--- config.mk ---
export PLATFORM = sky130hd
export DESIGN_NAME = alarm_and_sensor_trigger_table_unit
export DESIGN_NICKNAME = d
export VERILOG_FILES = /design/src/hw/rtl/astt_pkg.sv /design/src/hw/rtl/alarm_and_sensor_trigger_table_unit.sv
export SDC_FILE = /design/constraint.sdc
export NUM_CORES = 2
export LEC_CHECK = 0
export ABC_AREA = 1
export BUFFER_PORTS_ARGS = -buffer_cell sky130_fd_sc_hd__buf_2
export CORE_AREA = 2 2 464 466
export CTS_BUF_LIST = sky130_fd_sc_hd__clkbuf_8 sky130_fd_sc_hd__clkbuf_16
export CTS_CLUSTER_DIAMETER = 60
export CTS_CLUSTER_SIZE = 14
export DETAILED_ROUTE_END_ITERATION = 10
export DIE_AREA = 0 0 466 468
export PLACE_DENSITY = 0.69
export SLEW_MARGIN = 5
export SYNTH_ARGS = -nofsm -noshare
export SYNTH_HDL_FRONTEND = slang
export SYNTH_SLANG_ARGS = --single-unit
--- constraint.sdc ---
create_clock -name clk -period 6.6 [get_ports clk]
set_clock_uncertainty 0.15 [all_clocks]
set_input_delay 0.66 -clock clk [delete_from_list [all_inputs] [get_ports clk]]
set_output_delay 0.66 -clock clk [all_outputs]
set_load 0.02 [all_outputs]
--- src/hw/rtl/astt_pkg.sv ---
// ----------------------------------------------------------------------------
// astt_pkg
// Types and constants shared by the alarm and sensor trigger table.
// ----------------------------------------------------------------------------
package astt_pkg;

  localparam int unsigned ALARM_SLOTS_DEF  = 16;
  localparam int unsigned SENSOR_SLOTS_DEF = 8;
  localparam logic [31:0] FLOOR_RESET = 32'd1000000000;

  localparam logic [2:0] MODE_TICK   = 3'd0;
  localparam logic [2:0] MODE_ADD_P  = 3'd1;
  localparam logic [2:0] MODE_ADD_R  = 3'd2;
  localparam logic [2:0] MODE_ADD_A  = 3'd3;
  localparam logic [2:0] MODE_ADD_S  = 3'd4;
  localparam logic [2:0] MODE_UPDATE = 3'd5;
  localparam logic [2:0] MODE_REMOVE = 3'd6;

  localparam logic [1:0] SRC_PERIODIC = 2'd0;
  localparam logic [1:0] SRC_ONESHOT  = 2'd1;
  localparam logic [1:0] SRC_SENSOR   = 2'd2;

  localparam logic [1:0] KIND_TEMP = 2'd0;
  localparam logic [1:0] KIND_LUMI = 2'd1;

  localparam logic [2:0] OP_EQ = 3'd0;
  localparam logic [2:0] OP_NE = 3'd1;
  localparam logic [2:0] OP_GT = 3'd2;
  localparam logic [2:0] OP_LT = 3'd3;
  localparam logic [2:0] OP_GE = 3'd4;
  localparam logic [2:0] OP_LE = 3'd5;

  typedef struct packed {
    logic [2:0]         mode;
    logic [31:0]        now_seconds;
    logic [15:0]        callback_id;
    logic [31:0]        time_value;
    logic [1:0]         sensor_kind;
    logic [2:0]         compare_op;
    logic signed [23:0] threshold;
    logic signed [23:0] temp_sample;
    logic signed [23:0] lumi_sample;
  } in_item_t;

  typedef struct packed {
    logic [15:0] fired_callback;
    logic [1:0]  source;
    logic        status;
    logic        last;
  } out_item_t;

endpackage

--- src/hw/rtl/alarm_and_sensor_trigger_table_unit.sv ---
// ----------------------------------------------------------------------------
// alarm_and_sensor_trigger_table_unit
// Table of periodic and one-shot alarms plus latched sensor triggers.
// ----------------------------------------------------------------------------
// Usage: an item is taken on the in_ channel (valid/ready) and carries a mode
// and the current time. A tick scans the tables one slot per cycle while the
// output is not stalled: periodic alarms, then one-shot alarms (both only
// when now_seconds >= clock_valid_floor), then sensor triggers, and emits one
// beat on the out_ channel for each firing, with last set on the final beat.
// Adds that find a full table give one beat with status 1.
// One shared compare/compact step walks the tables; a remove scans the alarm
// table, then the sensor table. Each slot freed by a one-shot or a remove
// adds a compaction pass over the rest of its table. A tick with no hit still
// runs its scan before in_ready rises again. Each result beat is held in an
// output register; a stalled receiver holds the scan until the beat is taken.
// Reset empties both tables, zeroes the sensor samples and sets
// clock_valid_floor to 1000000000. cfg_we writes clock_valid_floor; the user
// must do so only while the block is idle, which the block itself does not
// enforce.
// ----------------------------------------------------------------------------
module alarm_and_sensor_trigger_table_unit
  import astt_pkg::*;
#(
  parameter int unsigned ALARM_SLOTS  = ALARM_SLOTS_DEF,
  parameter int unsigned SENSOR_SLOTS = SENSOR_SLOTS_DEF
) (
  input  logic      clk,
  input  logic      rst_n,
  input  logic      in_valid,
  output logic      in_ready,
  input  in_item_t  in_data,
  output logic      out_valid,
  input  logic      out_ready,
  output out_item_t out_data,
  input  logic      cfg_we,
  input  logic [31:0] cfg_wdata
);

  localparam int AW = (ALARM_SLOTS > 1) ? $clog2(ALARM_SLOTS) : 1;
  localparam int SW = (SENSOR_SLOTS > 1) ? $clog2(SENSOR_SLOTS) : 1;
  localparam int IW = ((AW > SW) ? AW : SW) + 1;

  typedef enum logic [6:0] {
    ST_IDLE  = 7'b0000001,
    ST_PER   = 7'b0000010,
    ST_ONE   = 7'b0000100,
    ST_SEN   = 7'b0001000,
    ST_ARM   = 7'b0010000,
    ST_SRM   = 7'b0100000,
    ST_SHIFT = 7'b1000000
  } state_t;

  state_t state_r, state_nxt;
  in_item_t item_r;
  logic [31:0] floor_r;
  logic [IW-1:0] idx_r, idx_nxt;
  logic [IW-1:0] sh_r, sh_nxt;        // compaction write pointer
  logic sh_alarm_r, sh_alarm_nxt;     // compaction on alarm table
  logic [ALARM_SLOTS-1:0]  a_val_r;
  logic [ALARM_SLOTS-1:0]  a_per_r;
  logic [15:0] a_cb_r  [ALARM_SLOTS];
  logic [31:0] a_int_r [ALARM_SLOTS];
  logic [31:0] a_due_r [ALARM_SLOTS];
  logic [SENSOR_SLOTS-1:0] s_val_r;
  logic [SENSOR_SLOTS-1:0] s_lat_r;
  logic [44:0] s_ent_r [SENSOR_SLOTS];
  logic signed [23:0] temp_r, lumi_r;
  logic pend_r, pend_nxt;             // held beat waiting for a successor
  out_item_t hold_r, hold_nxt;
  logic ov_r, ov_nxt;
  out_item_t od_r, od_nxt;

  // shared unit: one slot addressed by the scan index
  logic [AW-1:0] ai;
  logic [SW-1:0] si;
  logic a_hit_p, a_hit_o, a_rm, s_hit, s_rm, s_rel;
  logic signed [23:0] s_cur, s_thr;
  logic stall;
  logic emit;
  out_item_t emit_item;
  logic fin;                          // item done, flush held beat as last
  logic [AW-1:0] afree;
  logic [SW-1:0] sfree;
  logic afull, sfull;

  assign ai = idx_r[AW-1:0];
  assign si = idx_r[SW-1:0];
  assign stall = ov_r && !out_ready;
  assign in_ready = (state_r == ST_IDLE) && !stall && !pend_r;

  always_comb begin
    a_hit_p = a_val_r[ai] && a_per_r[ai] && (item_r.now_seconds >= a_due_r[ai]);
    a_hit_o = a_val_r[ai] && !a_per_r[ai] && (item_r.now_seconds >= a_due_r[ai]);
    a_rm    = a_val_r[ai] && (a_cb_r[ai] == item_r.callback_id);
    s_rm    = s_val_r[si] && (s_ent_r[si][15:0] == item_r.callback_id);
    s_thr   = s_ent_r[si][44:21];
    s_cur   = (s_ent_r[si][17:16] == KIND_LUMI) ? lumi_r : temp_r;
    case (s_ent_r[si][20:18])
      OP_EQ:   s_rel = s_cur == s_thr;
      OP_NE:   s_rel = s_cur != s_thr;
      OP_GT:   s_rel = s_cur > s_thr;
      OP_LT:   s_rel = s_cur < s_thr;
      OP_GE:   s_rel = s_cur >= s_thr;
      OP_LE:   s_rel = s_cur <= s_thr;
      default: s_rel = 1'b0;
    endcase
    s_hit = s_val_r[si] && !s_lat_r[si] && s_rel &&
            ((s_ent_r[si][17:16] == KIND_TEMP) || (s_ent_r[si][17:16] == KIND_LUMI));
  end

  // first free slot; tables are compacted so valid is a prefix
  always_comb begin
    afree = '0;
    sfree = '0;
    for (int k = ALARM_SLOTS - 1; k >= 0; k--)
      if (!a_val_r[k]) afree = AW'(k);
    for (int k = SENSOR_SLOTS - 1; k >= 0; k--)
      if (!s_val_r[k]) sfree = SW'(k);
    afull = &a_val_r;
    sfull = &s_val_r;
  end

  always_comb begin
    state_nxt    = state_r;
    idx_nxt      = idx_r;
    sh_nxt       = sh_r;
    sh_alarm_nxt = sh_alarm_r;
    emit         = 1'b0;
    emit_item    = '0;
    fin          = 1'b0;
    if (!stall) begin
      case (state_r)
        ST_IDLE: begin
          if (in_valid && in_ready) begin
            idx_nxt = '0;
            if (in_data.mode == MODE_TICK)
              state_nxt = (in_data.now_seconds >= floor_r) ? ST_PER : ST_SEN;
            else if (in_data.mode == MODE_REMOVE)
              state_nxt = ST_ARM;
          end
        end
        ST_PER: begin
          if (a_hit_p) begin
            emit = 1'b1;
            emit_item = '{a_cb_r[ai], SRC_PERIODIC, 1'b0, 1'b0};
          end
          if (idx_r == IW'(ALARM_SLOTS - 1)) begin
            idx_nxt = '0;
            state_nxt = ST_ONE;
          end else begin
            idx_nxt = idx_r + 1'b1;
          end
        end
        ST_ONE: begin
          if (a_hit_o) begin
            emit = 1'b1;
            emit_item = '{a_cb_r[ai], SRC_ONESHOT, 1'b0, 1'b0};
            sh_nxt = idx_r;
            sh_alarm_nxt = 1'b1;
            state_nxt = ST_SHIFT;
          end else if (idx_r == IW'(ALARM_SLOTS - 1)) begin
            idx_nxt = '0;
            state_nxt = ST_SEN;
          end else begin
            idx_nxt = idx_r + 1'b1;
          end
        end
        ST_SEN: begin
          if (s_hit) begin
            emit = 1'b1;
            emit_item = '{s_ent_r[si][15:0], SRC_SENSOR, 1'b0, 1'b0};
          end
          if (idx_r == IW'(SENSOR_SLOTS - 1)) begin
            fin = 1'b1;
            state_nxt = ST_IDLE;
          end else begin
            idx_nxt = idx_r + 1'b1;
          end
        end
        ST_ARM: begin
          if (a_rm) begin
            sh_nxt = idx_r;
            sh_alarm_nxt = 1'b1;
            state_nxt = ST_SHIFT;
          end else if (idx_r == IW'(ALARM_SLOTS - 1)) begin
            idx_nxt = '0;
            state_nxt = ST_SRM;
          end else begin
            idx_nxt = idx_r + 1'b1;
          end
        end
        ST_SRM: begin
          if (s_rm) begin
            sh_nxt = idx_r;
            sh_alarm_nxt = 1'b0;
            state_nxt = ST_SHIFT;
          end else if (idx_r == IW'(SENSOR_SLOTS - 1)) begin
            fin = 1'b1;
            state_nxt = ST_IDLE;
          end else begin
            idx_nxt = idx_r + 1'b1;
          end
        end
        ST_SHIFT: begin
          // move one slot down per cycle while not stalled, then rescan the same index
          if (sh_alarm_r) begin
            if (sh_r >= IW'(ALARM_SLOTS - 1)) begin
              state_nxt = (item_r.mode == MODE_TICK) ? ST_ONE : ST_ARM;
            end else begin
              sh_nxt = sh_r + 1'b1;
            end
          end else begin
            if (sh_r >= IW'(SENSOR_SLOTS - 1)) begin
              state_nxt = ST_SRM;
            end else begin
              sh_nxt = sh_r + 1'b1;
            end
          end
        end
        default: state_nxt = ST_IDLE;
      endcase
    end
  end

  // output: keep one beat in hand so last can be set on the final one
  always_comb begin
    pend_nxt = pend_r;
    hold_nxt = hold_r;
    ov_nxt   = ov_r && !out_ready;
    od_nxt   = od_r;
    if (in_valid && in_ready && (
        (((in_data.mode == MODE_ADD_P) || (in_data.mode == MODE_ADD_R) ||
          (in_data.mode == MODE_ADD_A)) && afull) ||
        ((in_data.mode == MODE_ADD_S) && sfull))) begin
      ov_nxt = 1'b1;
      od_nxt = '{in_data.callback_id,
                 (in_data.mode == MODE_ADD_P) ? SRC_PERIODIC :
                 (in_data.mode == MODE_ADD_S) ? SRC_SENSOR : SRC_ONESHOT,
                 1'b1, 1'b1};
    end
    if (!stall) begin
      if (emit) begin
        if (pend_r) begin
          ov_nxt = 1'b1;
          od_nxt = hold_r;
        end
        pend_nxt = 1'b1;
        hold_nxt = emit_item;
        if (fin) begin
          if (pend_r) begin
            // two beats at once cannot leave; keep new one pending
            pend_nxt = 1'b1;
          end
        end
      end else if (fin && pend_r) begin
        ov_nxt = 1'b1;
        od_nxt = hold_r;
        od_nxt.last = 1'b1;
        pend_nxt = 1'b0;
      end else if (state_r == ST_IDLE && pend_r) begin
        ov_nxt = 1'b1;
        od_nxt = hold_r;
        od_nxt.last = 1'b1;
        pend_nxt = 1'b0;
      end
    end
  end

  always_ff @(posedge clk) begin
    if (!rst_n) begin
      state_r    <= ST_IDLE;
      idx_r      <= '0;
      sh_r       <= '0;
      sh_alarm_r <= 1'b0;
      floor_r    <= FLOOR_RESET;
      a_val_r    <= '0;
      s_val_r    <= '0;
      temp_r     <= '0;
      lumi_r     <= '0;
      pend_r     <= 1'b0;
      ov_r       <= 1'b0;
    end else begin
      state_r    <= state_nxt;
      idx_r      <= idx_nxt;
      sh_r       <= sh_nxt;
      sh_alarm_r <= sh_alarm_nxt;
      pend_r     <= pend_nxt;
      ov_r       <= ov_nxt;
      if (cfg_we) floor_r <= cfg_wdata;
      if (in_valid && in_ready) begin
        item_r <= in_data;
        case (in_data.mode)
          MODE_ADD_P, MODE_ADD_R, MODE_ADD_A: begin
            if (!afull) begin
              a_val_r[afree] <= 1'b1;
              a_per_r[afree] <= (in_data.mode == MODE_ADD_P);
              a_cb_r[afree]  <= in_data.callback_id;
              a_int_r[afree] <= (in_data.mode == MODE_ADD_A) ? 32'd0 : in_data.time_value;
              a_due_r[afree] <= (in_data.mode == MODE_ADD_A) ? in_data.time_value :
                                in_data.now_seconds + in_data.time_value;
            end
          end
          MODE_ADD_S: begin
            if (!sfull) begin
              s_val_r[sfree] <= 1'b1;
              s_lat_r[sfree] <= 1'b0;
              s_ent_r[sfree] <= {in_data.threshold, in_data.compare_op,
                                 in_data.sensor_kind, in_data.callback_id};
            end
          end
          MODE_UPDATE: begin
            temp_r <= in_data.temp_sample;
            lumi_r <= in_data.lumi_sample;
          end
          default: begin
          end
        endcase
      end
      if (!stall) begin
        if (state_r == ST_PER && a_hit_p)
          a_due_r[ai] <= item_r.now_seconds + a_int_r[ai];
        if (state_r == ST_SEN && s_hit)
          s_lat_r[si] <= 1'b1;
        if (state_r == ST_SHIFT) begin
          if (sh_alarm_r) begin
            if (sh_r >= IW'(ALARM_SLOTS - 1)) begin
              a_val_r[ALARM_SLOTS-1] <= 1'b0;
            end else begin
              a_val_r[sh_r[AW-1:0]] <= a_val_r[sh_r[AW-1:0] + 1'b1];
              a_per_r[sh_r[AW-1:0]] <= a_per_r[sh_r[AW-1:0] + 1'b1];
              a_cb_r[sh_r[AW-1:0]]  <= a_cb_r[sh_r[AW-1:0] + 1'b1];
              a_int_r[sh_r[AW-1:0]] <= a_int_r[sh_r[AW-1:0] + 1'b1];
              a_due_r[sh_r[AW-1:0]] <= a_due_r[sh_r[AW-1:0] + 1'b1];
            end
          end else begin
            if (sh_r >= IW'(SENSOR_SLOTS - 1)) begin
              s_val_r[SENSOR_SLOTS-1] <= 1'b0;
            end else begin
              s_val_r[sh_r[SW-1:0]] <= s_val_r[sh_r[SW-1:0] + 1'b1];
              s_lat_r[sh_r[SW-1:0]] <= s_lat_r[sh_r[SW-1:0] + 1'b1];
              s_ent_r[sh_r[SW-1:0]] <= s_ent_r[sh_r[SW-1:0] + 1'b1];
            end
          end
        end
      end
    end
  end

  always_ff @(posedge clk) begin
    hold_r <= hold_nxt;
    od_r   <= od_nxt;
  end

  assign out_valid = ov_r;
  assign out_data  = od_r;

endmodule
## Yosys cells after proc, flatten, opt, wreduce, memory -nomap -nowiden

Memory sizes are Yosys's and may differ from the RTL's. A register that Yosys moved wholly into a read port is not among the register bits.
Index checks and enable logic that the tools add are counted.

| cells by class | value |
|---|---|
| $add $sub $neg | 6 |
| $lt $le $gt $ge | 21 |
| eq/ne operators | 40 |
| muxes and demuxes | 209 |
| bitwise logic cells | 6 |
| reduce and logical (&&, ||, !) cells | 58 |

Operators by type and width:

| kind | number |
|---|---|
| $mux W16 | 16 |
| $mux W20 | 9 |
| $mux W32 | 5 |
| $mux W8 | 18 |
| $mux W4 | 27 |
| $mux W7 | 14 |
| $reduce_or A32 Y1 | 3 |
| $mux W1 | 65 |
| $mux W5 | 13 |
| $add A32 B32 Y32 | 2 |
| $ge A32 B32 Y1 | 2 |
| $pmux W20 S3 | 1 |
| $pmux W7 S7 | 1 |
| $bwmux W16 | 3 |
| $mux W45 | 1 |
| $reduce_or A45 Y1 | 1 |
| $mux W3 | 11 |
| $eq A16 B16 Y1 | 2 |
| $pmux W5 S6 | 1 |
| $logic_and A1 B1 Y1 | 25 |
| $eq A24 B24 Y1 | 1 |
| $ge A24 B24 Y1 | 1 |
| $gt A24 B24 Y1 | 1 |
| $le A24 B24 Y1 | 1 |
| other kinds (58) | 116 |

| word-level totals | value |
|---|---|
| register bits | 239 |
| memory bits (writable) | 1,640 |
| output and inout bits | 22 |
| word-level logic and storage cells | 368 |
| memories | 4 |

Memory list:

| name | words | bits a word | read ports | clocked after Yosys merged registers in | write ports | RTL line | RTL |
|---|---|---|---|---|---|---|---|
| a_due_r | 16 | 32 | 2 | 1 | 1 | alarm_and_sensor_trigger_table_unit.sv:63 | `logic [31:0] a_due_r [ALARM_SLOTS];` |
| a_int_r | 16 | 32 | 2 | 1 | 1 | alarm_and_sensor_trigger_table_unit.sv:62 | `logic [31:0] a_int_r [ALARM_SLOTS];` |
| s_ent_r | 8 | 45 | 2 | 1 | 1 | alarm_and_sensor_trigger_table_unit.sv:66 | `logic [44:0] s_ent_r [SENSOR_SLOTS];` |
| a_cb_r | 16 | 16 | 2 | 1 | 1 | alarm_and_sensor_trigger_table_unit.sv:61 | `logic [15:0] a_cb_r [ALARM_SLOTS];` |

## Logic depth before layout (Yosys ltp)

| logic depth | value |
|---|---|
| depth in word-level cells | 30 |
| depth in mapped cells | 32 |
| mapped depth without buffers | 28 |

## Worst setup path after synthesis

OpenSTA, ideal clock, no wires.

| timing path | value |
|---|---|
| path kind | register to register |
| from | reg (tool-made name) |
| to | mem a_due_r[1][0], enable pin |
| library setup time | 0.421 ns |
| arrival | 5.280 ns |
| required time | 6.029 ns |
| slack | 0.749 ns |
| cell stages (with the launch flop) | 27 |
| path buffers | 8 |
| clock period less this slack | 5.851 ns |
| cells stage by stage | dfxtp_1 > buf_2 > buf_4 > buf_2 > buf_2 > buf_2 > buf_2 > clkbuf_1 > nor2_1 > o221ai_1 > nand3_1 > nand2_1 > inv_1 > ha_1 > nand2_1 > nor4_1 > inv_1 > nor2_1 > nand4_1 > nand3_1 > nand3_1 > buf_2 > nand2_1 > o211ai_1 > nand2_1 > nand3_1 > nor2_1 |

RTL lines:

| what | RTL line |
|---|---|
| end, declared | alarm_and_sensor_trigger_table_unit.sv:63 |

==> results.cfg <==
[synth]
synthArstFlopShare_pct = 0
synthFlopType = edfxtp_1
syn_inst = 11110
synth_edf_count = 1733
yosys-top-cells-area = edfxtp_1 52%, o21ai_0 10%, a21oi_1 6.6%
syn_area_per_cell_um2 = 8.952
syn_area_mm2 = 0.09946
synth_seq_cells = 1881
yosys.area.top_type = edfxtp_1
seq_area_frac_synth_pct = 55.30
synth_cell_types = 55
synth_warnings = 0
synth_nets = 11467
synth.top_cell.area_share_pct = 52.32

[worst_setup_path]
arrival_ps = 6500
crit_type = reg2reg
cp-end-kind = register
crit_top_cell = nand4_1
worstPathRequired_ps = 6980
reg2reg_depth = 20
cp_num_cells = 20
slowest_stage = nor2_4
crit_path_max_fanout = 112
r2r_slack_ps = 480
worstPathCellList = inv_8 -> buf_4 -> o21ai_0 -> a21oi_1 -> o221ai_1 -> nand2_1 -> inv_1 -> ha_1 -> nand2_1 -> nor2_1 -> nand4_1 -> nor2_1 -> nand4_1 -> nand3_1 -> buf_4 -> nand3_2 -> o211ai_1 -> nand4_1 -> nor2_4 -> buf_12
critPathBufInv = 5
cpPeakStageDelay_ps = 690
crit_family = simple AND/OR/NAND/NOR gates
cp-start-kind = register

[sta]
maxSlewViolCount = 0
max_slew_margin_pct = 17.11
rsz0062_at_grt = no
finalCriticalPeriod_ps = 6123
setup_tns_ps = 0
tightest_slew_ps = 1243
hold_viol_final = 0
period_share_pct = 92.78
fmax_mhz = 163.3
setup_viol = 0

[floorplanning]
dieWidth_um = 466
rows = 170
die-height_um = 468
start_util_pct = 46.62
design.core.area_mm2 = 0.2133
ioPinCount = 219
dieArea_mm2 = 0.2181

[power]
power_density_mw_per_mm2 = 312.7
p_int_mw = 21.42
peakVddDrop_mv = 0.3585
p_sw_mw = 13.01
power.clock.fraction_pct = 27.6
comb_power_share_pct = 32.9
pwr-share-seq_pct = 39.5
swShare_pct = 37.79
cellLeakagePower_nw = 39.92

[detailed_routing]
drc_errors = 0
drtIter0Drc = 12822
avgRoutedWirePerCell_um = 25.15
dr.pass1.iters = 7
detailroute.via_count = 88896
ant_nets = 0
vias_per_cell = 6.345
wirelength_mm = 352.3

[cells_and_area]
layout_commonest_cell = o21ai_0
area_growth_pct = 10.72
final_cells = 14011
final_cell_mix = 2067 x o21ai_0, 1733 x edfxtp_1, 1383 x nand2_1
fin_nets = 11420
drive_gt1_share_pct = 7.067

[grt]
grt_pass1_vias = 83666
antenna_found_initial = 17
grt-ovfl-total = 0
grt_use_total_pct = 31.16
grt_pass1_wl_mm = 518.0
grt_max_degree = 232

[placed_design]
gp_congestion = 1.003
portBuffers = 218
dp_hpwl_mm = 213.7
dp.cells = 13612

[flow_run]
maxCapViolCount = 0

[min_path]
worstHoldPathType = in2reg
min_path_cells = 1

[clock_network]
clock_latency_ps = 860
clk_path_buf_depth = 3
cts_max_level = 4
cts_inserted_buffers = 168
cts_tree = built
clock-sinks = 1881
cts_root_buf = clkbuf_16
ctsResizeCount = 0
clk_pin_slew_ps = 70

[outcome]
outcome = complete, no violations
==> power by group through the flow <==
| stage | combinational, mW | sequential [mW] | clock (mW) |
|---|---|---|---|
| floorplan | 7.35 | 13.7 | 0 |
| global placement | 10.6 | 13.8 | 0 |
| detailed placement | 10.9 | 13.8 | 0 |
| CTS | 11.0 | 13.6 | 9.54 |
| global route | 12.3 | 13.6 | 9.97 |
| finish | 11.3 | 13.6 | 9.51 |
==> synthesized netlist by cell type, types with 109 or more instances <==
| master | n |
|---|---|
| o21ai_0 | 2068 |
| buf_1 | 109 |
| nand3_1 | 800 |
| dfxtp_1 | 148 |
| nor2_1 | 806 |
| ha_1 | 158 |
| o22ai_1 | 134 |
| o211ai_1 | 272 |
| buf_2 | 122 |
| a21oi_1 | 1316 |
| nand2_1 | 1384 |
| edfxtp_1 | 1733 |
| inv_1 | 1051 |
| clkbuf_1 | 536 |
==> layout make-up <==
| type | count | area [um2] |
|---|---|---|
| flip-flops and latches | 1881 | 55020 |
| repair buffers | 574 | 4815 |
| multi-input cells | 7370 | 37600 |
| clock inverters | 96 | 711.9 |
| well taps | 2838 | 3551 |
| inverters | 1068 | 4056 |
| clock buffers | 176 | 4348 |
| diodes | 8 | 20.02 |
| fillers | 18879 | 103200 |
==> cell families after synthesis <==
| group | synth area share (%) |
|---|---|
| xor gates and xnor gates | 0.2906 |
| adders and majority gates | 2.028 |
| AOI/OAI and AO/OA | 21.74 |
| DFF | 55.30 |
| and+or+nand+nor | 13.35 |
| buffers and inverters | 7.294 |
==> flip-flops by register name (all words and copies together) (netlist names), 8 cells and up, named ones only <==
signal	cells
temp_r	24
a_due_r	512
s_val_r	8
item_r	51
a_int_r	512
out_data	20
a_per_r	16
s_lat_r	8
s_ent_r	360
hold_r	18
lumi_r	24
a_cb_r	256
a_val_r	16
floor_r	32
==> metrics by stage <==
step / area, um2 / hold slack, ps / total power, mW / utilization [%] / setup slack [ps]
detailed placement: 103900 / 305.1 / 24.72 / 48.68 / 635.4
global placement: 103900 / 298.2 / 24.48 / 48.68 / 841.6
floorplan: 99460 / 274.5 / 21.10 / - / 748.7
finish: 110100 / 26.13 / 34.44 / 51.62 / 476.5
CTS: 110100 / 0.8964 / 34.10 / 51.61 / 660.2
global route: 110100 / 8.295 / 35.83 / 51.61 / 224.8
==> routing by layer <==
metal	vias up	global-route usage [%]	share of wire [%]
met2	6172	47.97	44
met1	42183	41.53	38
li1	39369	-	-
met3	1156	6.362	12
met5	-	0	0.029
met4	16	16.48	5.7
==> timing repair <==
item / CTS / global route
setup buffers: 0 / 0
hold buffers: 119 / 0
endpoints found under the hold margin: 119 / 0
setup endpoints to repair: 0 / 0
==> path summary, 6_finish.rpt <==
kind	from	end
worst max-delay path	register	a_due_r[6][0]
worst min-delay path	in_data[127]	item_r[127]
worst max register to register	register	a_due_r[6][0]
worst min register to register	floor_r[30]	floor_r[30]
Note: power is estimated with default switching activity, not from simulation.
